File: src/rtl/sorted_priority_queue_defines.svh
// Assertion macros used by the sorted priority queue top level.
`ifndef SORTED_PRIORITY_QUEUE_DEFINES_SVH
`define SORTED_PRIORITY_QUEUE_DEFINES_SVH

// Check a property on every rising clock edge outside reset.
`define SPQ_ASSERT(label, prop, msg) \
  label: assert property (@(posedge clk_i) disable iff (!rst_ni) (prop)) else $error(msg);

// Check an implication whose consequence must hold in the next cycle, outside reset.
`define SPQ_ASSERT_NEXT(label, cond, prop, msg) \
  label: assert property (@(posedge clk_i) disable iff (!rst_ni) (cond) |=> (prop)) \
    else $error(msg);

`endif

File: src/rtl/spq_pkg.sv
// Package with sizes, operation and status codes, and cell control type.
`timescale 1ns / 1ps

package spq_pkg;

  localparam int unsigned DEPTH   = 16;
  localparam int unsigned OCC_W   = $clog2(DEPTH + 1);
  localparam int unsigned VALUE_W = 32;

  // operation codes
  localparam logic [1:0] OP_INSERT = 2'd0;
  localparam logic [1:0] OP_REMOVE = 2'd1;
  localparam logic [1:0] OP_PEEK   = 2'd2;

  // status codes
  localparam logic [1:0] ST_OK        = 2'd0;
  localparam logic [1:0] ST_OVERFLOW  = 2'd1;
  localparam logic [1:0] ST_UNDERFLOW = 2'd2;

  // per-cycle command broadcast to every cell
  typedef struct packed {
    logic shift_in;   // insert: open a slot and move values >= the new one up
    logic shift_out;  // remove: move every value down one cell
  } cell_ctrl_t;

endpackage

File: src/rtl/spq_in_if.sv
// Input channel: operation and value with valid/ready handshake.
`timescale 1ns / 1ps

interface spq_in_if import spq_pkg::*; ();
  logic                       valid;
  logic                       ready;
  logic [1:0]                 op;
  logic signed [VALUE_W-1:0]  value;

  modport source (output valid, output op, output value, input ready);
  modport sink   (input valid, input op, input value, output ready);
endinterface

File: src/rtl/spq_out_if.sv
// Output channel: result value, status and occupancy with valid/ready handshake.
`timescale 1ns / 1ps

interface spq_out_if import spq_pkg::*; ();
  logic                       valid;
  logic                       ready;
  logic signed [VALUE_W-1:0]  result_value;
  logic [1:0]                 status;
  logic [OCC_W-1:0]           occupancy;

  modport source (output valid, output result_value, output status, output occupancy,
                  input ready);
  modport sink   (input valid, input result_value, input status, input occupancy,
                  output ready);
endinterface

File: src/rtl/spq_cell.sv
// One storage cell of the sorted chain: holds a value and trades with its neighbors.
`timescale 1ns / 1ps

module spq_cell import spq_pkg::*; (
  input  logic                      clk_i,
  input  cell_ctrl_t                ctrl_i,
  input  logic                      valid_i,       // cell holds a stored value
  input  logic signed [VALUE_W-1:0] value_i,       // value being inserted
  input  logic                      prev_ge_i,     // lower neighbor is >= value_i
  input  logic signed [VALUE_W-1:0] prev_entry_i,
  input  logic signed [VALUE_W-1:0] next_entry_i,
  output logic                      ge_o,
  output logic signed [VALUE_W-1:0] entry_o
);

  logic signed [VALUE_W-1:0] entry_q, entry_d;

  // flag a stored value that must move up on insert
  assign ge_o    = valid_i && (entry_q >= value_i);
  assign entry_o = entry_q;

  // pick the new content from the neighbors or the inserted value
  always_comb begin
    entry_d = entry_q;
    if (ctrl_i.shift_in) begin
      if (prev_ge_i) begin
        entry_d = prev_entry_i;
      end else if (ge_o || !valid_i) begin
        entry_d = value_i;
      end
    end else if (ctrl_i.shift_out) begin
      entry_d = next_entry_i;
    end
  end

  always_ff @(posedge clk_i) begin
    entry_q <= entry_d;
  end

endmodule

File: src/rtl/sorted_priority_queue.sv
// Top level of the sorted priority queue built from a chain of storage cells.
// Each accepted operation's result is registered in the output register.
// Throughput: one operation per cycle while the output is taken; every cell compares and shifts in the same cycle.
// The output register frees while it is taken, so stalls cost only the stalled cycles.
// Reset clears the count and the output valid; cell contents stay unknown until written.
`timescale 1ns / 1ps

`include "sorted_priority_queue_defines.svh"

module sorted_priority_queue import spq_pkg::*; (
  input  logic    clk_i,
  input  logic    rst_ni,
  spq_in_if.sink  in_i,
  spq_out_if.source out_o
);

  localparam logic [OCC_W-1:0] DEPTH_C = OCC_W'(DEPTH);

  logic [OCC_W-1:0]          count_q, count_d;
  logic                      out_valid_q;
  logic signed [VALUE_W-1:0] res_value_q, res_value_d;
  logic [1:0]                res_status_q, res_status_d;
  logic [OCC_W-1:0]          res_occ_q;

  logic                      fire;
  logic                      full;
  logic                      empty;
  cell_ctrl_t                ctrl;

  logic [DEPTH-1:0]          cell_valid;
  logic [DEPTH-1:0]          cell_ge;
  logic signed [VALUE_W-1:0] cell_entry [DEPTH];

  // accept while the output register is empty or being drained
  assign in_i.ready = !out_valid_q || out_o.ready;
  assign fire       = in_i.valid && in_i.ready;
  assign full       = (count_q == DEPTH_C);
  assign empty      = (count_q == '0);

  // decode the operation into cell commands and the result
  always_comb begin
    ctrl         = '0;
    count_d      = count_q;
    res_value_d  = '0;
    res_status_d = ST_OK;
    unique case (in_i.op)
      OP_INSERT: begin
        if (full) begin
          res_status_d = ST_OVERFLOW;
        end else begin
          ctrl.shift_in = fire;
          count_d       = count_q + OCC_W'(1);
        end
      end
      OP_REMOVE: begin
        if (empty) begin
          res_status_d = ST_UNDERFLOW;
        end else begin
          ctrl.shift_out = fire;
          res_value_d    = cell_entry[0];
          count_d        = count_q - OCC_W'(1);
        end
      end
      OP_PEEK: begin
        if (empty) begin
          res_status_d = ST_UNDERFLOW;
        end else begin
          res_value_d = cell_entry[0];
        end
      end
      default: begin
      end
    endcase
  end

  // build the chain of cells
  for (genvar g = 0; g < DEPTH; g++) begin : g_cell
    logic                      prev_ge;
    logic signed [VALUE_W-1:0] prev_entry;
    logic signed [VALUE_W-1:0] next_entry;

    assign cell_valid[g] = (count_q > OCC_W'(g));

    if (g == 0) begin : g_first
      assign prev_ge    = 1'b0;
      assign prev_entry = '0;
    end else begin : g_mid
      assign prev_ge    = cell_ge[g-1];
      assign prev_entry = cell_entry[g-1];
    end

    if (g == DEPTH - 1) begin : g_last
      assign next_entry = '0;
    end else begin : g_inner
      assign next_entry = cell_entry[g+1];
    end

    spq_cell u_cell (
      .clk_i       (clk_i),
      .ctrl_i      (ctrl),
      .valid_i     (cell_valid[g]),
      .value_i     (in_i.value),
      .prev_ge_i   (prev_ge),
      .prev_entry_i(prev_entry),
      .next_entry_i(next_entry),
      .ge_o        (cell_ge[g]),
      .entry_o     (cell_entry[g])
    );
  end

  // hold count and output valid
  always_ff @(posedge clk_i or negedge rst_ni) begin
    if (!rst_ni) begin
      count_q     <= '0;
      out_valid_q <= 1'b0;
    end else begin
      if (fire) begin
        count_q <= count_d;
      end
      out_valid_q <= fire || (out_valid_q && !out_o.ready);
    end
  end

  // capture the result of each accepted transaction
  always_ff @(posedge clk_i) begin
    if (fire) begin
      res_value_q  <= res_value_d;
      res_status_q <= res_status_d;
      res_occ_q    <= count_d;
    end
  end

  assign out_o.valid        = out_valid_q;
  assign out_o.result_value = res_value_q;
  assign out_o.status       = res_status_q;
  assign out_o.occupancy    = res_occ_q;

  `SPQ_ASSERT(a_count_bound, count_q <= DEPTH_C, "count exceeds depth")
  `SPQ_ASSERT(a_head_sorted,
              (count_q < OCC_W'(2)) || (cell_entry[0] <= cell_entry[1]),
              "head cells out of order")
  `SPQ_ASSERT_NEXT(a_overflow, fire && (in_i.op == OP_INSERT) && full,
                   out_o.valid && (out_o.status == ST_OVERFLOW) && (count_q == DEPTH_C),
                   "insert on full queue not flagged")
  `SPQ_ASSERT_NEXT(a_remove_count, fire && (in_i.op == OP_REMOVE) && !empty,
                   count_q == $past(count_q) - OCC_W'(1),
                   "remove did not drop count")

endmodule
File: src/flat_wrapper.sv
// flat-port wrapper written by rule: the top's interface ports become plain ports
module sorted_priority_queue_flat import spq_pkg::*;
  (clk_i, rst_ni, in_i_valid, in_i_op, in_i_value, in_i_ready, out_o_valid, out_o_result_value, out_o_status, out_o_occupancy, out_o_ready);
  spq_in_if in_i_i ();
  spq_out_if out_o_i ();
  input  logic clk_i;
  input  logic rst_ni;
  input wire logic [$bits(in_i_i.valid)-1:0] in_i_valid;
  input wire logic [$bits(in_i_i.op)-1:0] in_i_op;
  input wire logic [$bits(in_i_i.value)-1:0] in_i_value;
  output wire logic [$bits(in_i_i.ready)-1:0] in_i_ready;
  output wire logic [$bits(out_o_i.valid)-1:0] out_o_valid;
  output wire logic [$bits(out_o_i.result_value)-1:0] out_o_result_value;
  output wire logic [$bits(out_o_i.status)-1:0] out_o_status;
  output wire logic [$bits(out_o_i.occupancy)-1:0] out_o_occupancy;
  input wire logic [$bits(out_o_i.ready)-1:0] out_o_ready;
  assign in_i_i.valid = in_i_valid;
  assign in_i_i.op = in_i_op;
  assign in_i_i.value = in_i_value;
  assign in_i_ready = in_i_i.ready;
  assign out_o_valid = out_o_i.valid;
  assign out_o_result_value = out_o_i.result_value;
  assign out_o_status = out_o_i.status;
  assign out_o_occupancy = out_o_i.occupancy;
  assign out_o_i.ready = out_o_ready;
  sorted_priority_queue u_core (.clk_i(clk_i), .rst_ni(rst_ni), .in_i(in_i_i), .out_o(out_o_i));
endmodule
File: config.mk
export PLATFORM = sky130hd
export DESIGN_NAME = sorted_priority_queue_flat
export DESIGN_NICKNAME = d
export VERILOG_FILES = /design/src/rtl/spq_pkg.sv /design/src/rtl/spq_in_if.sv /design/src/rtl/spq_out_if.sv /design/src/rtl/spq_cell.sv /design/src/rtl/sorted_priority_queue.sv /design/src/flat_wrapper.sv
export VERILOG_INCLUDE_DIRS = /design/src /design/src/rtl
export SDC_FILE = /design/constraint.sdc
export NUM_CORES = 2
export LEC_CHECK = 0
export BUFFER_PORTS_ARGS = -buffer_cell sky130_fd_sc_hd__clkbuf_2
export CORE_MARGIN = 4
export CORE_UTILIZATION = 50
export DETAILED_ROUTE_END_ITERATION = 8
export PLACE_DENSITY = 0.66
export SLEW_MARGIN = 10
export SYNTH_ARGS = -nofsm -noshare
export SYNTH_HDL_FRONTEND = slang
export SYNTH_SLANG_ARGS = --single-unit
File: constraint.sdc
create_clock -name clk_i -period 8.9 [get_ports clk_i]
set_clock_uncertainty 0.1 [all_clocks]
set_input_delay 2.67 -clock clk_i [delete_from_list [all_inputs] [get_ports clk_i]]
set_output_delay 2.67 -clock clk_i [all_outputs]
set_load 0.005 [all_outputs]
### Yosys cells after proc, flatten, opt, wreduce, memory -nomap -nowiden

Cells that the tools add are included.

* register bits after elaboration: 557
* memories kept: 0
* bits in latches: 0
* ROM bits: 0
* bits in writable memories: 0
* input port bits: 38
* output and inout bits: 41

* reductions and logical operators: 75
* $mul: 0
* shift operators: 0
* bitwise gates (word level): 1
* order comparisons: 32
* divide/modulo/power cells: 0
* eq/ne operators: 19
* multiplexer cells: 73
* add/sub/neg operators: 2

Operators by type and width (number)
* two-way mux 32 bit: 63
* >= comparator 32 bit: 16
* inequality test 3 bit (second input constant): 15
* > comparator 5 x 4 -> 1 bit (second input constant): 8
* AND reduction 2 bit: 16
* > comparator 5 x 3 -> 1 bit (second input constant): 4
* logical AND 1 bit: 18
* zero test 1 bit: 18
* logical OR 1 bit: 18
* > comparator 5 x 1 -> 1 bit (second input constant): 2
* > comparator 5 x 2 -> 1 bit (second input constant): 2
* two-way mux 5 bit: 2
* case mux 5 bit (2 select lines): 1
* adder 5 x 1 -> 5 bit (second input constant): 1
* equality test 5 bit (second input constant): 1
* zero test 5 bit: 1
* two-way mux 1 bit: 5
* subtractor 5 x 1 -> 5 bit (second input constant): 1
* case mux 2 bit (2 select lines): 1
* OR reduction 2 bit: 2
* equality test 2 x 1 -> 1 bit (second input constant): 1
* equality test 2 bit (second input constant): 1
* zero test 2 bit: 1
* two-way mux 2 bit: 1
* other kinds (3): 3

### Logic depth before layout (Yosys ltp)

* depth after elaboration: 7
* mapped depth: 12
* gate-level depth less buffers: 10

### Hierarchy

From an unflattened synthesis, not the netlist that was laid out.

* cell total of the unflattened synthesis: 4351
* area total of the unflattened synthesis: 42721.0 um2

Modules (own cells, without submodules)
* spq_cell: times used 16, seq. area each 960.9 um2, area each 2531.2 um2, cells each 260
* sorted_priority_queue: times used 1, seq. area each 1321.3 um2, area each 2222.1 um2, cells each 191

### Worst setup path before layout

No wires, ideal clock.

* path type: in2reg
* start point: input port out_o_ready
* end point: register u_core.g_cell[13].u_cell.entry_q[0], enable pin
* stages: 7
* setup slack: 879 ps
* library setup time: 466 ps
* required time: 8334 ps
* data arrival time: 7456 ps
* cell sequence: nand2b_1 -> and2_1 -> clkbuf_1 -> nand2_1 -> clkbuf_1 -> clkbuf_1 -> o21ai_0

* cells in the longest elaborated chain, start to end: 6

RTL lines
* start: declaration: RTL line flat_wrapper.sv:16 `input wire logic [$bits(out_o_i.ready)-1:0] out_o_ready;`
* logical OR 1 bit (*): RTL line sorted_priority_queue.sv:35 `assign in_i.ready = !out_valid_q || out_o.ready;`
* logical AND 1 bit (*): RTL line sorted_priority_queue.sv:36 `assign fire = in_i.valid && in_i.ready;`
* net u_core.fire: RTL line sorted_priority_queue.sv:25 `logic fire;`
* two-way mux 1 bit, on equally long branches: RTL line sorted_priority_queue.sv:48, sorted_priority_queue.sv:56
* two-way mux 1 bit: RTL line sorted_priority_queue.sv:46 `unique case (in_i.op)`
* inequality test 3 bit (no line) / nonzero test 2 bit (equally long branches)
* AND reduction 2 bit (no line) (*)
* end signal: assignment: RTL line spq_cell.sv:37 `entry_q <= entry_d;`
* end: declaration: RTL line spq_cell.sv:16 `logic signed [VALUE_W-1:0] entry_q, entry_d;`

The timed path passes the listed nets; every way through them passes the cells marked *.
A chain may end at the register's enable or synchronous reset.

### Final worst setup path

* start point: input port in_i_value[31]
* end point: register u_core.g_cell[12].u_cell.entry_q[22], enable pin

* cells in the longest elaborated chain, start to end: 5

RTL lines
* start: declaration: RTL line flat_wrapper.sv:10 `input wire logic [$bits(in_i_i.value)-1:0] in_i_value;`
* >= comparator 32 bit: RTL line spq_cell.sv:19 `assign ge_o = valid_i && (entry_q >= value_i);`
* logical AND 1 bit: RTL line spq_cell.sv:19
* logical OR 1 bit: RTL line spq_cell.sv:28 `end else if (ge_o || !valid_i) begin`
* inequality test 3 bit (no line) (*)
* AND reduction 2 bit (no line) (*)
* end signal: assignment: RTL line spq_cell.sv:37
* end: declaration: RTL line spq_cell.sv:16

Every way passes the cells marked *; elsewhere a longest branch is shown, timed or not.

==> results.sh <==
export IMPL_clkSinkCount=557
export IMPL_post_route_period_util=0.737
export IMPL_h_tree_depth=3
export IMPL_avgSynthCellArea_um2=9.87
export IMPL_n_fill_cell=6740
export IMPL_setup_violations=0
export IMPL_area_growth_pct=8.98
export IMPL_antenna_found_initial=0
export IMPL_hold_class="flop to flop"
export IMPL_syn_nets=4440
export IMPL_grt_pass1_wl_um=177000
export IMPL_clock_latency_ns=0.61
export IMPL_grt_overflow_total=0
export IMPL_via_per_inst=6.43
export IMPL_fin_util=0.550
export IMPL_status="completed"
export IMPL_final_common_cell="nand2_1"
export IMPL_fin_cells=4925
export IMPL_critPathLaunchType="primary input"
export IMPL_gp_congestion=0.923
export IMPL_postRouteAntennaNets=0
export IMPL_powerDensity_nw_per_um2=206
export IMPL_drtIter0Drc=3407
export IMPL_seq_area_um2=16700
export IMPL_ys_warn_count=0
export IMPL_drc=0
export IMPL_seq_area_frac_synth=0.436
export IMPL_crit_path_end_kind="flop"
export IMPL_dp_cells=4806
export IMPL_cts_buffer_depth=3
export IMPL_clock_root_buffer="clkbuf_16"
export IMPL_worst_slack_ns=2.35
export IMPL_dieArea_um2=81200
export IMPL_nNetsFinal=4403
export IMPL_antennaDiodeCount=0
export IMPL_crit_slowest_cell="o21ai_4"
export IMPL_synth_distinct_cells=62
export IMPL_report_final_slew_viol_count=0
export IMPL_num_vias=31700
export IMPL_crit_buf_inv=5
export IMPL_syn_area_um2=38300
export IMPL_clk_pin_slew_ns=0.06
export IMPL_multi_input_area_um2=20400
export IMPL_die_w_um=285
export IMPL_cp_arrival_ns=6.68
export IMPL_maxCapViolCount=0
export IMPL_postCtsSetupBuffers=0
export IMPL_grt_pass1_vias=30100
export IMPL_setup_tns_ns=0
export IMPL_critical_path_top_delay_family="buffers and inverters"
export IMPL_ys_flop_type="edfxtp_1"
export IMPL_die_y_um=285
export IMPL_grt_max_degree=154
export IMPL_hold_slack_ns=0.440
export IMPL_cts_resized=0
export IMPL_synth_edf_count=551
export IMPL_power_leakage_nw=16.2
export IMPL_worst_pin_slew_ns=1.12
export IMPL_drive_above_1_share=0.0734
export IMPL_final_cell_mix="634 x nand2_1, 551 x edfxtp_1, 520 x ha_1"
export IMPL_worstPathMaxFanout=65
export IMPL_ys_ff_latch=557
export IMPL_required_ns=9.03
export IMPL_numCtsBuffers=67
export IMPL_drt_total_wl_um=113000
export IMPL_grt_setup_unrepaired="no"
export IMPL_path_cells="clkbuf_2 > inv_1 > buf_4 > ha_1 > nand4_1 > nor4_1 > inv_1 > or3_1 > o2111ai_1 > o211a_2 > buf_4 > a211oi_1 > o21ai_4"
export IMPL_clock_fmax_mhz=153
export IMPL_ios=79
export IMPL_post_route_min_period_ns=6.55
export IMPL_start_util=0.505
export IMPL_finalHoldViolations=0
export IMPL_netlist_instances=3882
export IMPL_ir_drop_v=0.000154
export IMPL_coreArea_um2=75900
export IMPL_max_stage_delay_ns=0.84
export IMPL_dpl_hpwl_um=82800
export IMPL_dr_pass1_iters=5
export IMPL_worst_slew_margin_rel=0.248
export IMPL_rows=101
export IMPL_numPortBuffers=78
export IMPL_grtUsageTotal=0.271
export IMPL_critPathKind="primary input to flop"
export IMPL_cts_tree="built"
export IMPL_postSynth_asyncResetShare=0.0108
export IMPL_preCtsSetupSlack_ns=1.77
export IMPL_hold_buffers=0
export IMPL_wl_per_cell_um=22.9
==> sequential cells by signal, summed over array words and instances, names as in the netlist <==
signal and flops:
u_core.g_cell.u_cell.entry_o 512, u_core.out_o.result_value 32, u_core.count_q 5, u_core.out_o.occupancy 5, u_core.out_o.status 2, u_core.out_o.valid 1
==> tightest hold or removal path: cells and delay by family (launching register included) <==
kind | cells | cell delay [ns]
flops | 1 | 0.35
simple gates | 2 | 0.16
==> routing by layer <==
| layer | track usage | up-vias | share of wire |
|---|---|---|---|
| li1 | - | 15000 | - |
| met1 | 0.398 | 15300 | 0.46 |
| met2 | 0.422 | 1229 | 0.44 |
| met3 | 0.0311 | 183 | 0.068 |
| met4 | 0.0865 | 0 | 0.031 |
| met5 | 0 | - | 0 |
==> layout make-up <==
cell class,instances,share of cell area
inverter,90,0.00809
sequential,557,0.400
clock buffer,88,0.0438
clock inverter,31,0.00491
multi-input combinational,2977,0.488
timing repair buffer,152,0.0244
tap,1030,0.0309
==> power breakdown <==
part / switching, mW / internal (mW) / total (mW) / leakage, nW
Combinational: 1.74 / 0.715 / 2.46 / 10.0
Sequential: 0.239 / 3.27 / 3.51 / 5.17
Clock: 1.14 / 1.50 / 2.64 / 1.00
Total: 3.12 / 5.49 / 8.61 / 16.2
==> kinds of logic after synthesis <==
| logic type | count (synthesis) | share of synthesized area |
|---|---|---|
| adder cells (fa/ha/maj) | 520 | 0.170 |
| flip-flops | 557 | 0.436 |
| buffers and inverters | 348 | 0.0382 |
| multiplexers | 37 | 0.00976 |
| AO/OA/AOI/OAI | 946 | 0.167 |
| AND/OR/NAND/NOR | 1471 | 0.179 |
| XOR/XNOR | 3 | 0.000686 |
==> worst paths after layout <==
path | endpoint | slack [ns] | cells after the start | from
worst min register to register | u_core.out_o.valid | 0.44 | 2 | u_core.out_o.valid
max in group asynchronous | u_core.count_q[4] | 6.77 | 1 | rst_ni
worst max register to register | u_core.g_cell[8].u_cell.entry_o[29] | 4.50 | 9 | u_core.g_cell[7].u_cell.entry_o[26]
worst min-delay path | u_core.out_o.valid | 0.44 | 2 | u_core.out_o.valid
min in group asynchronous | u_core.count_q[1] | 1.77 | 1 | rst_ni
worst max-delay path | u_core.g_cell[12].u_cell.entry_o[22] | 2.35 | 13 | in_i_value[31]
==> synth_stat cells (3+ instances only) <==
library cell	n	area (µm²)
nor2b_1	16	100
or3_1	11	68.8
mux2_2	3	33.8
o211a_1	6	60.1
nor2_1	60	225
a21boi_0	20	150
ha_1	520	6510
a2111oi_0	9	78.8
clkbuf_1	168	631
edfxtp_1	551	16500
nand2b_1	10	62.6
a31oi_1	5	31.3
a211o_1	8	70.1
nand4_1	117	732
a22oi_1	3	22.5
o21ai_0	98	490
a21oi_1	220	1100
a221oi_1	9	78.8
inv_1	90	338
buf_6	3	33.8
o211ai_1	451	3390
dfrtp_1	6	150
or4_1	9	67.6
a21o_1	35	263
and3_1	38	238
nor4_1	15	93.8
o31ai_1	7	52.6
and4_1	5	43.8
o221ai_1	16	140
buf_4	16	120
buf_1	12	45.0
a211oi_1	27	203
o21a_1	6	45.0
o311a_1	3	30.0
nand2_1	635	2380
a2bb2oi_1	3	26.3
and2_1	5	31.3
nor3b_1	6	45.0
nand3_1	497	2490
mux2i_1	34	340
o2111ai_1	6	52.6
buf_2	59	295
nor3_1	37	185
==> per-stage QoR <==
| step | instance area [µm²] | power [mW] |
|---|---|---|
| after CTS | 41800 | 8.63 |
| after detailed placement | 39700 | 5.98 |
| after floorplan | 38300 | 5.29 |
| after global routing | 41800 | 9.05 |
| final | 41800 | 8.61 |
| after global placement | 39700 | 5.94 |
Note: power is estimated with default switching activity, not from simulation.
